<file path="src/rtl/mer_pkg.sv">
// Shared widths, datapath command codes and status groups for the
// midpoint ellipse rasterizer. No dependencies; every other file but mer_in_if imports it.
`timescale 1ns / 1ps

package mer_pkg;

  // Field and register widths
  localparam int CX_W       = 12;  // center coordinate
  localparam int RAD_W      = 11;  // semi-axis
  localparam int COORD_W    = 13;  // emitted coordinate
  localparam int SPAN_W     = 12;  // span width
  localparam int Y_W        = 12;  // y offset, signed
  localparam int SQ_W       = 22;  // squared radius
  localparam int SLOPE_W    = 36;  // slope terms
  localparam int MUL_W      = 24;  // multiplier operand
  localparam int PROD_W     = 2 * MUL_W;
  localparam int DEC_W      = PROD_W;  // decision variable
  localparam int CFG_IDX_W  = 3;
  localparam int CFG_DATA_W = 12;

  // Configuration register indexes
  typedef enum logic [CFG_IDX_W-1:0] {
    CFG_CENTER_X    = 3'd0,
    CFG_CENTER_Y    = 3'd1,
    CFG_RADIUS_X    = 3'd2,
    CFG_RADIUS_Y    = 3'd3,
    CFG_FILLED_MODE = 3'd4
  } mer_cfg_idx_t;

  // Datapath operations, one per controller state
  typedef enum logic [3:0] {
    OP_IDLE,
    OP_INIT_SQ,
    OP_INIT_LATCH,
    OP_INIT_PROD,
    OP_INIT_LOAD,
    OP_STEP_XY,
    OP_STEP_TERM,
    OP_STEP_DEC,
    OP_SW_MUL1,
    OP_SW_MUL2,
    OP_SW_SUB,
    OP_SW_ADD,
    OP_EMIT
  } mer_op_t;

  typedef struct packed {
    mer_op_t op;
    logic    last;
  } mer_cmd_t;

  typedef struct packed {
    logic radius_zero;
    logic region_two;
    logic sx_ge_sy;
    logic y_le_zero;
  } mer_stat_t;

endpackage

</file>
<file path="src/rtl/mer_in_if.sv">
// Input channel of the ellipse rasterizer: valid/ready and the restart bit.
// No dependencies.
`timescale 1ns / 1ps

interface mer_in_if;
  logic valid;
  logic ready;
  logic restart;

  modport source (output valid, output restart, input ready);
  modport sink   (input valid, input restart, output ready);
endinterface

</file>
<file path="src/rtl/mer_out_if.sv">
// Result channel of the ellipse rasterizer: valid/ready and one coordinate set.
// Depends on mer_pkg for field widths.
`timescale 1ns / 1ps

interface mer_out_if;
  import mer_pkg::*;

  logic                      valid;
  logic                      ready;
  logic signed [COORD_W-1:0] x_left;
  logic signed [COORD_W-1:0] x_right;
  logic signed [COORD_W-1:0] y_upper;
  logic signed [COORD_W-1:0] y_lower;
  logic        [SPAN_W-1:0]  span_width;
  logic                      last;

  modport source (output valid, output x_left, output x_right, output y_upper,
                  output y_lower, output span_width, output last, input ready);
  modport sink   (input valid, input x_left, input x_right, input y_upper,
                  input y_lower, input span_width, input last, output ready);
endinterface

</file>
<file path="src/rtl/mer_cfg_if.sv">
// Configuration write channel: valid/ready, register index and write data.
// Depends on mer_pkg for widths.
`timescale 1ns / 1ps

interface mer_cfg_if;
  import mer_pkg::*;

  logic                  valid;
  logic                  ready;
  logic [CFG_IDX_W-1:0]  index;
  logic [CFG_DATA_W-1:0] data;

  modport source (output valid, output index, output data, input ready);
  modport sink   (input valid, input index, input data, output ready);
endinterface

</file>
<file path="src/rtl/midpoint_ellipse_rasterizer.sv">
// Midpoint ellipse rasterizer, one input word at a time. Restart with nonzero radii: INIT_SQ, INIT_LATCH,
// INIT_PROD, INIT_LOAD, then EMIT loads the output register; the next input waits for
// idle. Step: STEP_XY, STEP_TERM, STEP_DEC, then EMIT; the step that enters region two
// adds SW_MUL1, SW_MUL2, SW_SUB and SW_ADD for the product chain on the two shared
// multipliers. A held result stalls EMIT only when the next result is ready first.
// Synchronous active-low reset clears configuration, drops any word, leaves the walk idle.
`timescale 1ns / 1ps

module midpoint_ellipse_rasterizer (
  input  logic      clk,
  input  logic      rst_n,
  mer_in_if.sink    in_ch,
  mer_out_if.source out_ch,
  mer_cfg_if.sink   cfg_ch
);
  import mer_pkg::*;

  mer_cmd_t  cmd;
  mer_stat_t stat;

  // Registers accept a write every cycle
  assign cfg_ch.ready = 1'b1;

  mer_ctrl u_ctrl (
    .clk        (clk),
    .rst_n      (rst_n),
    .in_valid   (in_ch.valid),
    .in_restart (in_ch.restart),
    .in_ready   (in_ch.ready),
    .out_ready  (out_ch.ready),
    .out_valid  (out_ch.valid),
    .stat       (stat),
    .cmd        (cmd)
  );

  mer_datapath u_dp (
    .clk        (clk),
    .rst_n      (rst_n),
    .cfg_we     (cfg_ch.valid && cfg_ch.ready),
    .cfg_index  (cfg_ch.index),
    .cfg_data   (cfg_ch.data),
    .cmd        (cmd),
    .stat       (stat),
    .x_left     (out_ch.x_left),
    .x_right    (out_ch.x_right),
    .y_upper    (out_ch.y_upper),
    .y_lower    (out_ch.y_lower),
    .span_width (out_ch.span_width),
    .last       (out_ch.last)
  );

endmodule

</file>
<file path="src/rtl/mer_datapath.sv">
// Datapath of the ellipse rasterizer: configuration registers, walk state,
// two shared multipliers and the output word register. Depends on mer_pkg.
`timescale 1ns / 1ps

module mer_datapath (
  input  logic                               clk,
  input  logic                               rst_n,
  input  logic                               cfg_we,
  input  logic [mer_pkg::CFG_IDX_W-1:0]      cfg_index,
  input  logic [mer_pkg::CFG_DATA_W-1:0]     cfg_data,
  input  mer_pkg::mer_cmd_t                  cmd,
  output mer_pkg::mer_stat_t                 stat,
  output logic signed [mer_pkg::COORD_W-1:0] x_left,
  output logic signed [mer_pkg::COORD_W-1:0] x_right,
  output logic signed [mer_pkg::COORD_W-1:0] y_upper,
  output logic signed [mer_pkg::COORD_W-1:0] y_lower,
  output logic [mer_pkg::SPAN_W-1:0]         span_width,
  output logic                               last
);
  import mer_pkg::*;

  // Configuration
  logic signed [CX_W-1:0]    cx_r, cy_r;
  logic [RAD_W-1:0]          rx_r, ry_r;
  logic                      fill_r;

  // Walk state
  logic [SQ_W-1:0]           rxsq_r, rysq_r;
  logic [PROD_W-1:0]         c_r;
  logic [RAD_W-1:0]          x_r;
  logic signed [Y_W-1:0]     y_r;
  logic signed [SLOPE_W-1:0] sx_r, sy_r;
  logic signed [DEC_W-1:0]   d_r, t_r;
  logic                      region_two_r;

  // Multipliers
  logic [PROD_W-1:0]         mul0_r, mul1_r;
  logic [MUL_W-1:0]          m0a, m0b, m1a, m1b;
  logic                      mul_en;

  // Output word
  logic signed [COORD_W-1:0] xl_r, xr_r, yu_r, yl_r;
  logic [SPAN_W-1:0]         span_r;
  logic                      last_r;

  logic signed [SLOPE_W-1:0] sx_inc, sy_dec, base;
  logic signed [DEC_W-1:0]   k_term, t_nxt;
  logic                      d_neg, d_pos, move_other;
  logic [RAD_W:0]            x_inc;
  logic signed [Y_W:0]       ym;
  logic [Y_W-1:0]            ym_abs;

  // Per-step increments of the slope terms
  assign sx_inc = $signed({{(SLOPE_W-SQ_W-1){1'b0}}, rysq_r, 1'b0});
  assign sy_dec = $signed({{(SLOPE_W-SQ_W-1){1'b0}}, rxsq_r, 1'b0});

  // Decide whether the minor axis also moves this step
  assign d_neg      = d_r[DEC_W-1];
  assign d_pos      = !d_neg && (d_r != '0);
  assign move_other = region_two_r ? !d_pos : !d_neg;

  // Decision increment from the freshly updated slope terms
  always_comb begin
    if (move_other) begin
      base = sx_r - sy_r;
    end else if (region_two_r) begin
      base = -sy_r;
    end else begin
      base = sx_r;
    end
    k_term = $signed({{(DEC_W-SQ_W){1'b0}}, region_two_r ? rxsq_r : rysq_r});
    t_nxt  = $signed({{(DEC_W-SLOPE_W){base[SLOPE_W-1]}}, base}) + k_term;
  end

  // Operands for the region switch products
  assign x_inc  = {1'b0, x_r} + 1'b1;
  assign ym     = {y_r[Y_W-1], y_r} - 1'b1;
  assign ym_abs = ym[Y_W] ? Y_W'(-ym) : Y_W'(ym);

  // Select multiplier operands
  always_comb begin
    m0a    = '0;
    m0b    = '0;
    m1a    = '0;
    m1b    = '0;
    mul_en = 1'b1;
    unique case (cmd.op)
      OP_INIT_SQ: begin
        m0a = MUL_W'(rx_r);
        m0b = MUL_W'(rx_r);
        m1a = MUL_W'(ry_r);
        m1b = MUL_W'(ry_r);
      end
      OP_INIT_PROD: begin
        m0a = MUL_W'(rxsq_r);
        m0b = MUL_W'(ry_r);
        m1a = MUL_W'(rxsq_r);
        m1b = MUL_W'(rysq_r);
      end
      OP_SW_MUL1: begin
        m0a = MUL_W'(x_r);
        m0b = MUL_W'(x_inc);
        m1a = MUL_W'(ym_abs);
        m1b = MUL_W'(ym_abs);
      end
      OP_SW_MUL2: begin
        m0a = MUL_W'(rysq_r);
        m0b = mul0_r[MUL_W-1:0];
        m1a = MUL_W'(rxsq_r);
        m1b = mul1_r[MUL_W-1:0];
      end
      default: mul_en = 1'b0;
    endcase
  end

  always_ff @(posedge clk) begin
    if (mul_en) begin
      mul0_r <= m0a * m0b;
      mul1_r <= m1a * m1b;
    end
  end

  // Configuration, walk state and output word
  always_ff @(posedge clk) begin
    if (!rst_n) begin
      cx_r         <= '0;
      cy_r         <= '0;
      rx_r         <= '0;
      ry_r         <= '0;
      fill_r       <= 1'b0;
      region_two_r <= 1'b0;
    end else begin
      if (cfg_we) begin
        unique case (mer_cfg_idx_t'(cfg_index))
          CFG_CENTER_X:    cx_r   <= $signed(cfg_data[CX_W-1:0]);
          CFG_CENTER_Y:    cy_r   <= $signed(cfg_data[CX_W-1:0]);
          CFG_RADIUS_X:    rx_r   <= cfg_data[RAD_W-1:0];
          CFG_RADIUS_Y:    ry_r   <= cfg_data[RAD_W-1:0];
          CFG_FILLED_MODE: fill_r <= cfg_data[0];
          default: ;
        endcase
      end

      unique case (cmd.op)
        OP_INIT_LATCH: begin
          rxsq_r <= mul0_r[SQ_W-1:0];
          rysq_r <= mul1_r[SQ_W-1:0];
        end
        OP_INIT_LOAD: begin
          c_r          <= mul1_r;
          x_r          <= '0;
          y_r          <= $signed(Y_W'(ry_r));
          sx_r         <= '0;
          sy_r         <= $signed({mul0_r[SLOPE_W-2:0], 1'b0});
          d_r          <= $signed(DEC_W'(rysq_r)) - $signed(mul0_r)
                          + $signed(DEC_W'(rxsq_r >> 2));
          region_two_r <= 1'b0;
        end
        OP_STEP_XY: begin
          if (!region_two_r || move_other) begin
            x_r  <= x_r + 1'b1;
            sx_r <= sx_r + sx_inc;
          end
          if (region_two_r || move_other) begin
            y_r  <= y_r - 1'b1;
            sy_r <= sy_r - sy_dec;
          end
        end
        OP_STEP_TERM: t_r <= t_nxt;
        OP_STEP_DEC: begin
          d_r <= d_r + t_r;
          if (!region_two_r && (sx_r >= sy_r)) begin
            region_two_r <= 1'b1;
          end
        end
        OP_SW_SUB: d_r <= $signed(mul0_r - c_r);
        OP_SW_ADD: d_r <= d_r + $signed(mul1_r);
        OP_EMIT: begin
          xl_r   <= {cx_r[CX_W-1], cx_r} - COORD_W'(x_r);
          xr_r   <= {cx_r[CX_W-1], cx_r} + COORD_W'(x_r);
          yu_r   <= {cy_r[CX_W-1], cy_r} - {y_r[Y_W-1], y_r};
          yl_r   <= {cy_r[CX_W-1], cy_r} + {y_r[Y_W-1], y_r};
          span_r <= fill_r ? {x_r, 1'b1} : '0;
          last_r <= cmd.last;
        end
        default: ;
      endcase
    end
  end

  // Status toward the controller
  assign stat.radius_zero = (rx_r == '0) || (ry_r == '0);
  assign stat.region_two  = region_two_r;
  assign stat.sx_ge_sy    = (sx_r >= sy_r);
  assign stat.y_le_zero   = y_r[Y_W-1] || (y_r == '0);

  assign x_left     = xl_r;
  assign x_right    = xr_r;
  assign y_upper    = yu_r;
  assign y_lower    = yl_r;
  assign span_width = span_r;
  assign last       = last_r;

endmodule

</file>
<file path="src/rtl/mer_ctrl.sv">
// Controller of the ellipse rasterizer: sequences setup, step and region
// switch operations and owns the output valid flag. Depends on mer_pkg.
`timescale 1ns / 1ps

module mer_ctrl (
  input  logic               clk,
  input  logic               rst_n,
  input  logic               in_valid,
  input  logic               in_restart,
  output logic               in_ready,
  input  logic               out_ready,
  output logic               out_valid,
  input  mer_pkg::mer_stat_t stat,
  output mer_pkg::mer_cmd_t  cmd
);
  import mer_pkg::*;

  typedef enum logic [3:0] {
    ST_IDLE,
    ST_INIT_SQ,
    ST_INIT_LATCH,
    ST_INIT_PROD,
    ST_INIT_LOAD,
    ST_STEP_XY,
    ST_STEP_TERM,
    ST_STEP_DEC,
    ST_SW_MUL1,
    ST_SW_MUL2,
    ST_SW_SUB,
    ST_SW_ADD,
    ST_EMIT
  } state_t;

  state_t state_r, state_nxt;
  logic   out_valid_r, out_valid_nxt;
  logic   walk_active_r, walk_active_nxt;
  logic   emit_last;

  assign emit_last = stat.region_two && stat.y_le_zero;

  // Next state and commands
  always_comb begin
    state_nxt       = state_r;
    out_valid_nxt   = out_valid_r;
    walk_active_nxt = walk_active_r;
    cmd.op          = OP_IDLE;
    cmd.last        = 1'b0;

    // drop the word once taken
    if (out_valid_r && out_ready) begin
      out_valid_nxt = 1'b0;
    end

    unique case (state_r)
      ST_IDLE: begin
        if (in_valid) begin
          if (in_restart) begin
            if (stat.radius_zero) begin
              walk_active_nxt = 1'b0;
            end else begin
              state_nxt = ST_INIT_SQ;
            end
          end else if (walk_active_r) begin
            state_nxt = ST_STEP_XY;
          end
        end
      end
      ST_INIT_SQ: begin
        cmd.op    = OP_INIT_SQ;
        state_nxt = ST_INIT_LATCH;
      end
      ST_INIT_LATCH: begin
        cmd.op    = OP_INIT_LATCH;
        state_nxt = ST_INIT_PROD;
      end
      ST_INIT_PROD: begin
        cmd.op    = OP_INIT_PROD;
        state_nxt = ST_INIT_LOAD;
      end
      ST_INIT_LOAD: begin
        cmd.op          = OP_INIT_LOAD;
        walk_active_nxt = 1'b1;
        state_nxt       = ST_EMIT;
      end
      ST_STEP_XY: begin
        cmd.op    = OP_STEP_XY;
        state_nxt = ST_STEP_TERM;
      end
      ST_STEP_TERM: begin
        cmd.op    = OP_STEP_TERM;
        state_nxt = ST_STEP_DEC;
      end
      ST_STEP_DEC: begin
        cmd.op = OP_STEP_DEC;
        // enter region two: rebuild the decision from products
        if (!stat.region_two && stat.sx_ge_sy) begin
          state_nxt = ST_SW_MUL1;
        end else begin
          state_nxt = ST_EMIT;
        end
      end
      ST_SW_MUL1: begin
        cmd.op    = OP_SW_MUL1;
        state_nxt = ST_SW_MUL2;
      end
      ST_SW_MUL2: begin
        cmd.op    = OP_SW_MUL2;
        state_nxt = ST_SW_SUB;
      end
      ST_SW_SUB: begin
        cmd.op    = OP_SW_SUB;
        state_nxt = ST_SW_ADD;
      end
      ST_SW_ADD: begin
        cmd.op    = OP_SW_ADD;
        state_nxt = ST_EMIT;
      end
      ST_EMIT: begin
        // load the output register when it is free or being emptied
        if (!out_valid_r || out_ready) begin
          cmd.op        = OP_EMIT;
          cmd.last      = emit_last;
          out_valid_nxt = 1'b1;
          if (emit_last) begin
            walk_active_nxt = 1'b0;
          end
          state_nxt = ST_IDLE;
        end
      end
      default: state_nxt = ST_IDLE;
    endcase
  end

  // Hold state and registered outputs
  always_ff @(posedge clk) begin
    if (!rst_n) begin
      state_r       <= ST_IDLE;
      out_valid_r   <= 1'b0;
      walk_active_r <= 1'b0;
    end else begin
      state_r       <= state_nxt;
      out_valid_r   <= out_valid_nxt;
      walk_active_r <= walk_active_nxt;
    end
  end

  assign in_ready  = (state_r == ST_IDLE);
  assign out_valid = out_valid_r;

endmodule

</file>
<file path="src/flat_wrapper.sv">
// flat-port wrapper written by rule: the top's interface ports become plain ports
module midpoint_ellipse_rasterizer_flat import mer_pkg::*;
  (clk, rst_n, in_ch_valid, in_ch_restart, in_ch_ready, out_ch_valid, out_ch_x_left, out_ch_x_right, out_ch_y_upper, out_ch_y_lower, out_ch_span_width, out_ch_last, out_ch_ready, cfg_ch_valid, cfg_ch_index, cfg_ch_data, cfg_ch_ready);
  mer_in_if in_ch_i ();
  mer_out_if out_ch_i ();
  mer_cfg_if cfg_ch_i ();
  input  logic clk;
  input  logic rst_n;
  input wire logic [$bits(in_ch_i.valid)-1:0] in_ch_valid;
  input wire logic [$bits(in_ch_i.restart)-1:0] in_ch_restart;
  output wire logic [$bits(in_ch_i.ready)-1:0] in_ch_ready;
  output wire logic [$bits(out_ch_i.valid)-1:0] out_ch_valid;
  output wire logic [$bits(out_ch_i.x_left)-1:0] out_ch_x_left;
  output wire logic [$bits(out_ch_i.x_right)-1:0] out_ch_x_right;
  output wire logic [$bits(out_ch_i.y_upper)-1:0] out_ch_y_upper;
  output wire logic [$bits(out_ch_i.y_lower)-1:0] out_ch_y_lower;
  output wire logic [$bits(out_ch_i.span_width)-1:0] out_ch_span_width;
  output wire logic [$bits(out_ch_i.last)-1:0] out_ch_last;
  input wire logic [$bits(out_ch_i.ready)-1:0] out_ch_ready;
  input wire logic [$bits(cfg_ch_i.valid)-1:0] cfg_ch_valid;
  input wire logic [$bits(cfg_ch_i.index)-1:0] cfg_ch_index;
  input wire logic [$bits(cfg_ch_i.data)-1:0] cfg_ch_data;
  output wire logic [$bits(cfg_ch_i.ready)-1:0] cfg_ch_ready;
  assign in_ch_i.valid = in_ch_valid;
  assign in_ch_i.restart = in_ch_restart;
  assign in_ch_ready = in_ch_i.ready;
  assign out_ch_valid = out_ch_i.valid;
  assign out_ch_x_left = out_ch_i.x_left;
  assign out_ch_x_right = out_ch_i.x_right;
  assign out_ch_y_upper = out_ch_i.y_upper;
  assign out_ch_y_lower = out_ch_i.y_lower;
  assign out_ch_span_width = out_ch_i.span_width;
  assign out_ch_last = out_ch_i.last;
  assign out_ch_i.ready = out_ch_ready;
  assign cfg_ch_i.valid = cfg_ch_valid;
  assign cfg_ch_i.index = cfg_ch_index;
  assign cfg_ch_i.data = cfg_ch_data;
  assign cfg_ch_ready = cfg_ch_i.ready;
  midpoint_ellipse_rasterizer u_core (.clk(clk), .rst_n(rst_n), .in_ch(in_ch_i), .out_ch(out_ch_i), .cfg_ch(cfg_ch_i));
endmodule
</file>
<file path="config.mk">
export PLATFORM = sky130hd
export DESIGN_NAME = midpoint_ellipse_rasterizer_flat
export DESIGN_NICKNAME = d
export VERILOG_FILES = /design/src/rtl/mer_pkg.sv /design/src/rtl/mer_in_if.sv /design/src/rtl/mer_out_if.sv /design/src/rtl/mer_cfg_if.sv /design/src/rtl/midpoint_ellipse_rasterizer.sv /design/src/rtl/mer_datapath.sv /design/src/rtl/mer_ctrl.sv /design/src/flat_wrapper.sv
export SDC_FILE = /design/constraint.sdc
export NUM_CORES = 2
export LEC_CHECK = 0
export BUFFER_PORTS_ARGS = -buffer_cell sky130_fd_sc_hd__buf_4
export CORE_MARGIN = 3
export CORE_UTILIZATION = 53
export CTS_CLUSTER_DIAMETER = 80
export CTS_CLUSTER_SIZE = 10
export DETAILED_ROUTE_END_ITERATION = 8
export GPL_ROUTABILITY_DRIVEN = 1
export PLACE_DENSITY_LB_ADDON = 0.05
export SYNTH_ARGS = -nofsm -noshare
export SYNTH_HDL_FRONTEND = slang
export SYNTH_SLANG_ARGS = --single-unit
</file>
<file path="constraint.sdc">
create_clock -name clk -period 20.1 [get_ports clk]
set_input_delay 5.025 -clock clk [delete_from_list [all_inputs] [get_ports clk]]
set_output_delay 5.025 -clock clk [all_outputs]
set_load 0.005 [all_outputs]
</file>
==> summary.txt <==
Timing
  – Actual slew at the worst max-slew pin: 1.31 ns
  – Slew Viols, Final: 0
  – Clock Skew: 0.0427 ns
  – Minimum clock period: 11.44 ns
  – RSZ-0062 raised after global routing: false
  – Worst setup margin: 8.66 ns
  – Max-slew headroom: 12.5%
  – Part of the cycle the worst path needs: 56.9%
  – Hold slack: 0.473 ns
  – Fmax: 87.4 MHz
  – Setup TNS: 0 ns
  – Final Hold Vio Count: 0
  – Final setup fails: 0

Logic synthesis
  – Syn Inst Count: 7,888
  – Sequential-to-total area share from yosys stat: 20.2%
  – Main synth FF type: edfxtp_1
  – Post-synth ARST share: 0%
  – Syn nets: 9,427
  – Synthesized area: 69,100 µm²
  – Yosys cell types: 85
  – Syn. warnings: 0
  – Flops & latches, synth: 483
  – Post-synth EDFFs: 429
  – Mapped Avg Cell Area: 8.76 µm²

Cells and area
  – Share of cells above drive strength 1: 4.25%
  – Sequential cell area: 14,000 µm²
  – Fin nets: 9,361
  – P&R area growth vs syn: 6.51%
  – Final design area excluding fillers: 73,600 µm²
  – Most frequent cells in the layout: 1,255 x nand2_1, 1,243 x inv_1, 908 x fa_1
  – Non-Filler Instances: 9,615
  – FILL cells: 11,900
  – Commonest non-fill, non-tap cell in the layout: nand2_1
  – Util after Layout: 57.3%
  – Footprint of the multi-input gates: 49,500 µm²

Power
  – Power Dens Cells: 70.2 nW/µm²
  – Tot Pwr: 5.17 mW
  – Max VDD drop: 0.0000829 V
  – Leakage: 33.2 nW

Critical path
  – Setup crit start: u_core.u_ctrl.state_r[3]$_SDFFE_PN0P_
  – Critical Path Most Common Cell: fa_1
  – R2r worst-path depth: 30
  – Crit. End Element: flop
  – CP Data Arrival Time: 11.86 ns
  – CP max stage delay: 0.76 ns
  – R2r setup slk: 8.66 ns
  – CP Class: flop to flop
  – Highest fanout seen on the critical path: 59
  – Worst r2r dst: u_core.u_dp.mul1_r[47]$_DFFE_PN_
  – Reg2reg start: u_core.u_ctrl.state_r[3]$_SDFFE_PN0P_
  – CP Data Required Time: 20.52 ns
  – Worst Setup EP: u_core.u_dp.mul1_r[47]$_DFFE_PN_
  – Crit path launch type: flop
  – Crit-path slowest cell: a21o_1

Clock tree
  – Clk Latency, worst-skew pair: 0.71 ns
  – Post-CTS Hold Fix Bufs: 0
  – CTS Sinks: 483
  – CTS max path bufs: 3
  – Post_cts resized: 0
  – Inserted Clock Buffers: 60
  – Clock transition at path regs: 0.06 ns
  – H-tree depth: 2
  – Post-CTS Setup Bufs: 0
  – CTS tree: yes
  – Root buffer cell: clkbuf_16

Global route
  – Vias in the first global route: 58,800
  – Total GRT Usage: 36.5%
  – Largest net degree at the start of global routing: 80
  – Global-route wire length before repair: 370 mm
  – Initial antenna violation count: 27
  – GRT overflow: 0

Detailed routing
  – Routed len/inst: 25.6 µm
  – Via Count: 58,100
  – Drt drc: 0
  – Final WL: 246 mm
  – Post-DRT Antenna Nets: 0
  – First drt pass iteration count: 6
  – Vias per cell: 6.05
  – Initial DRC count: 5,850

Place
  – PortBufs: 87
  – Dpl cells: 9,489
  – Pre-CTS WS: 8.83 ns
  – HPWL after DPL: 194 mm
  – RePlAce Congestion: 1.03
  – Placed inst area: 71,700 µm²

Floorplanning
  – Die H: 367 µm
  – # rows: 131
  – DIE WIDTH: 367 µm
  – Die Area: 135,000 µm²
  – Starting Density: 53.8%
  – I/O Pins: 89
  – Core Box Area: 129,000 µm²

Hold path
  – Hold Path Stages: 2
  – Hold crit path type: flop to flop

Outcome
  – Status: finished, final reports clean

Run
  – Max Cap Violations: 0
-- report_power, final --
group,internal (mW),switching (mW),leakage [nW]
clock,0.577,0.479,0.869
combinational,0.786,1.52,28.0
sequential,1.39,0.417,4.37
-- worst min path at each step --
stage	end	slack (ns)	from
6_report	u_core.u_ctrl.walk_active_r$_SDFFE_PN0P_	0.47	u_core.u_ctrl.walk_active_r$_SDFFE_PN0P_
5_1_grt	u_core.u_ctrl.walk_active_r$_SDFFE_PN0P_	0.50	u_core.u_ctrl.walk_active_r$_SDFFE_PN0P_
2_1_floorplan	u_core.u_dp.c_r[24]$_DFFE_PP_	0.43	u_core.u_dp.mul1_r[24]$_DFFE_PN_
3_3_place_gp	u_core.u_ctrl.walk_active_r$_SDFFE_PN0P_	0.46	u_core.u_ctrl.walk_active_r$_SDFFE_PN0P_
4_1_cts	u_core.u_ctrl.walk_active_r$_SDFFE_PN0P_	0.47	u_core.u_ctrl.walk_active_r$_SDFFE_PN0P_
3_5_place_dp	u_core.u_ctrl.walk_active_r$_SDFFE_PN0P_	0.46	u_core.u_ctrl.walk_active_r$_SDFFE_PN0P_
-- per-layer routing --
metal	up-vias	routed length (µm)	global-route usage [%]
met5	-	243	0.748
met4	16	14100	18.0
met3	732	26100	9.91
met2	2964	109000	56.6
met1	28700	96800	47.3
li1	25700	-	-
-- registers in the layout, indices dropped and copies added, names as in the netlist, 12 cells and up --
signal / flops
u_core.u_dp.c_r: 48
u_core.u_dp.cx_r: 12
u_core.u_dp.cy_r: 12
u_core.u_dp.d_r: 48
u_core.u_dp.mul0_r: 48
u_core.u_dp.mul1_r: 48
u_core.u_dp.rxsq_r: 22
u_core.u_dp.rysq_r: 22
u_core.u_dp.span_width: 12
u_core.u_dp.sx_r: 35
u_core.u_dp.sy_r: 35
u_core.u_dp.t_r: 37
u_core.u_dp.x_left: 13
u_core.u_dp.x_right: 12
u_core.u_dp.y_lower: 12
u_core.u_dp.y_r: 12
u_core.u_dp.y_upper: 13
-- kinds of logic after synthesis --
family / Yosys count / share of synthesized area [%]
adders and majority gates: 1518 / 37.3
other: 1 / 0.00543
buffers and inverters: 1571 / 8.55
DFF: 483 / 20.2
xor gates and xnor gates: 377 / 4.78
AOI/OAI and AO/OA: 1350 / 12.5
muxes: 27 / 0.402
and+or+nand+nor: 2561 / 16.2
-- synth_stat cells, types with 50 or more instances --
library cell | number | area, µm²
a22oi_1 | 58 | 435
nand3_1 | 105 | 526
xor2_1 | 135 | 1180
nand2b_1 | 60 | 375
o21ai_1 | 161 | 806
edfxtp_1 | 429 | 12900
nor3_1 | 95 | 475
nand2_1 | 1255 | 4710
inv_1 | 1244 | 4670
a21oi_1 | 386 | 1930
o21a_1 | 50 | 375
nor2_1 | 627 | 2350
dfxtp_1 | 54 | 1080
and2_1 | 105 | 657
ha_1 | 610 | 7630
and3_1 | 60 | 375
a21o_1 | 166 | 1250
xnor2_1 | 242 | 2120
o21ai_0 | 136 | 681
clkbuf_1 | 296 | 1110
fa_1 | 908 | 18200
-- cell type report --
| cell class | instances | area share, % |
|---|---|---|
| Sequential cell | 483 | 19.0 |
| Timing Repair Buffer | 195 | 1.99 |
| Antenna cell | 25 | 0.0850 |
| Clock inverter | 15 | 0.253 |
| Tap cell | 1729 | 2.94 |
| Inverter | 1248 | 6.36 |
| Clock buffer | 86 | 2.21 |
| Multi-Input combinational cell | 5834 | 67.2 |
-- critical path: cells and delay by family, from the launching register on --
family	cells	cell delay [ns]
AO/OA/AOI/OAI	11	3.35
XOR/XNOR	1	0.15
adder cells (fa/ha/maj)	8	3.69
buffers and inverters	6	1.67
flip-flops	1	0.68
AND/OR/NAND/NOR	4	1.56
Power figures use the tool's default switching activity.
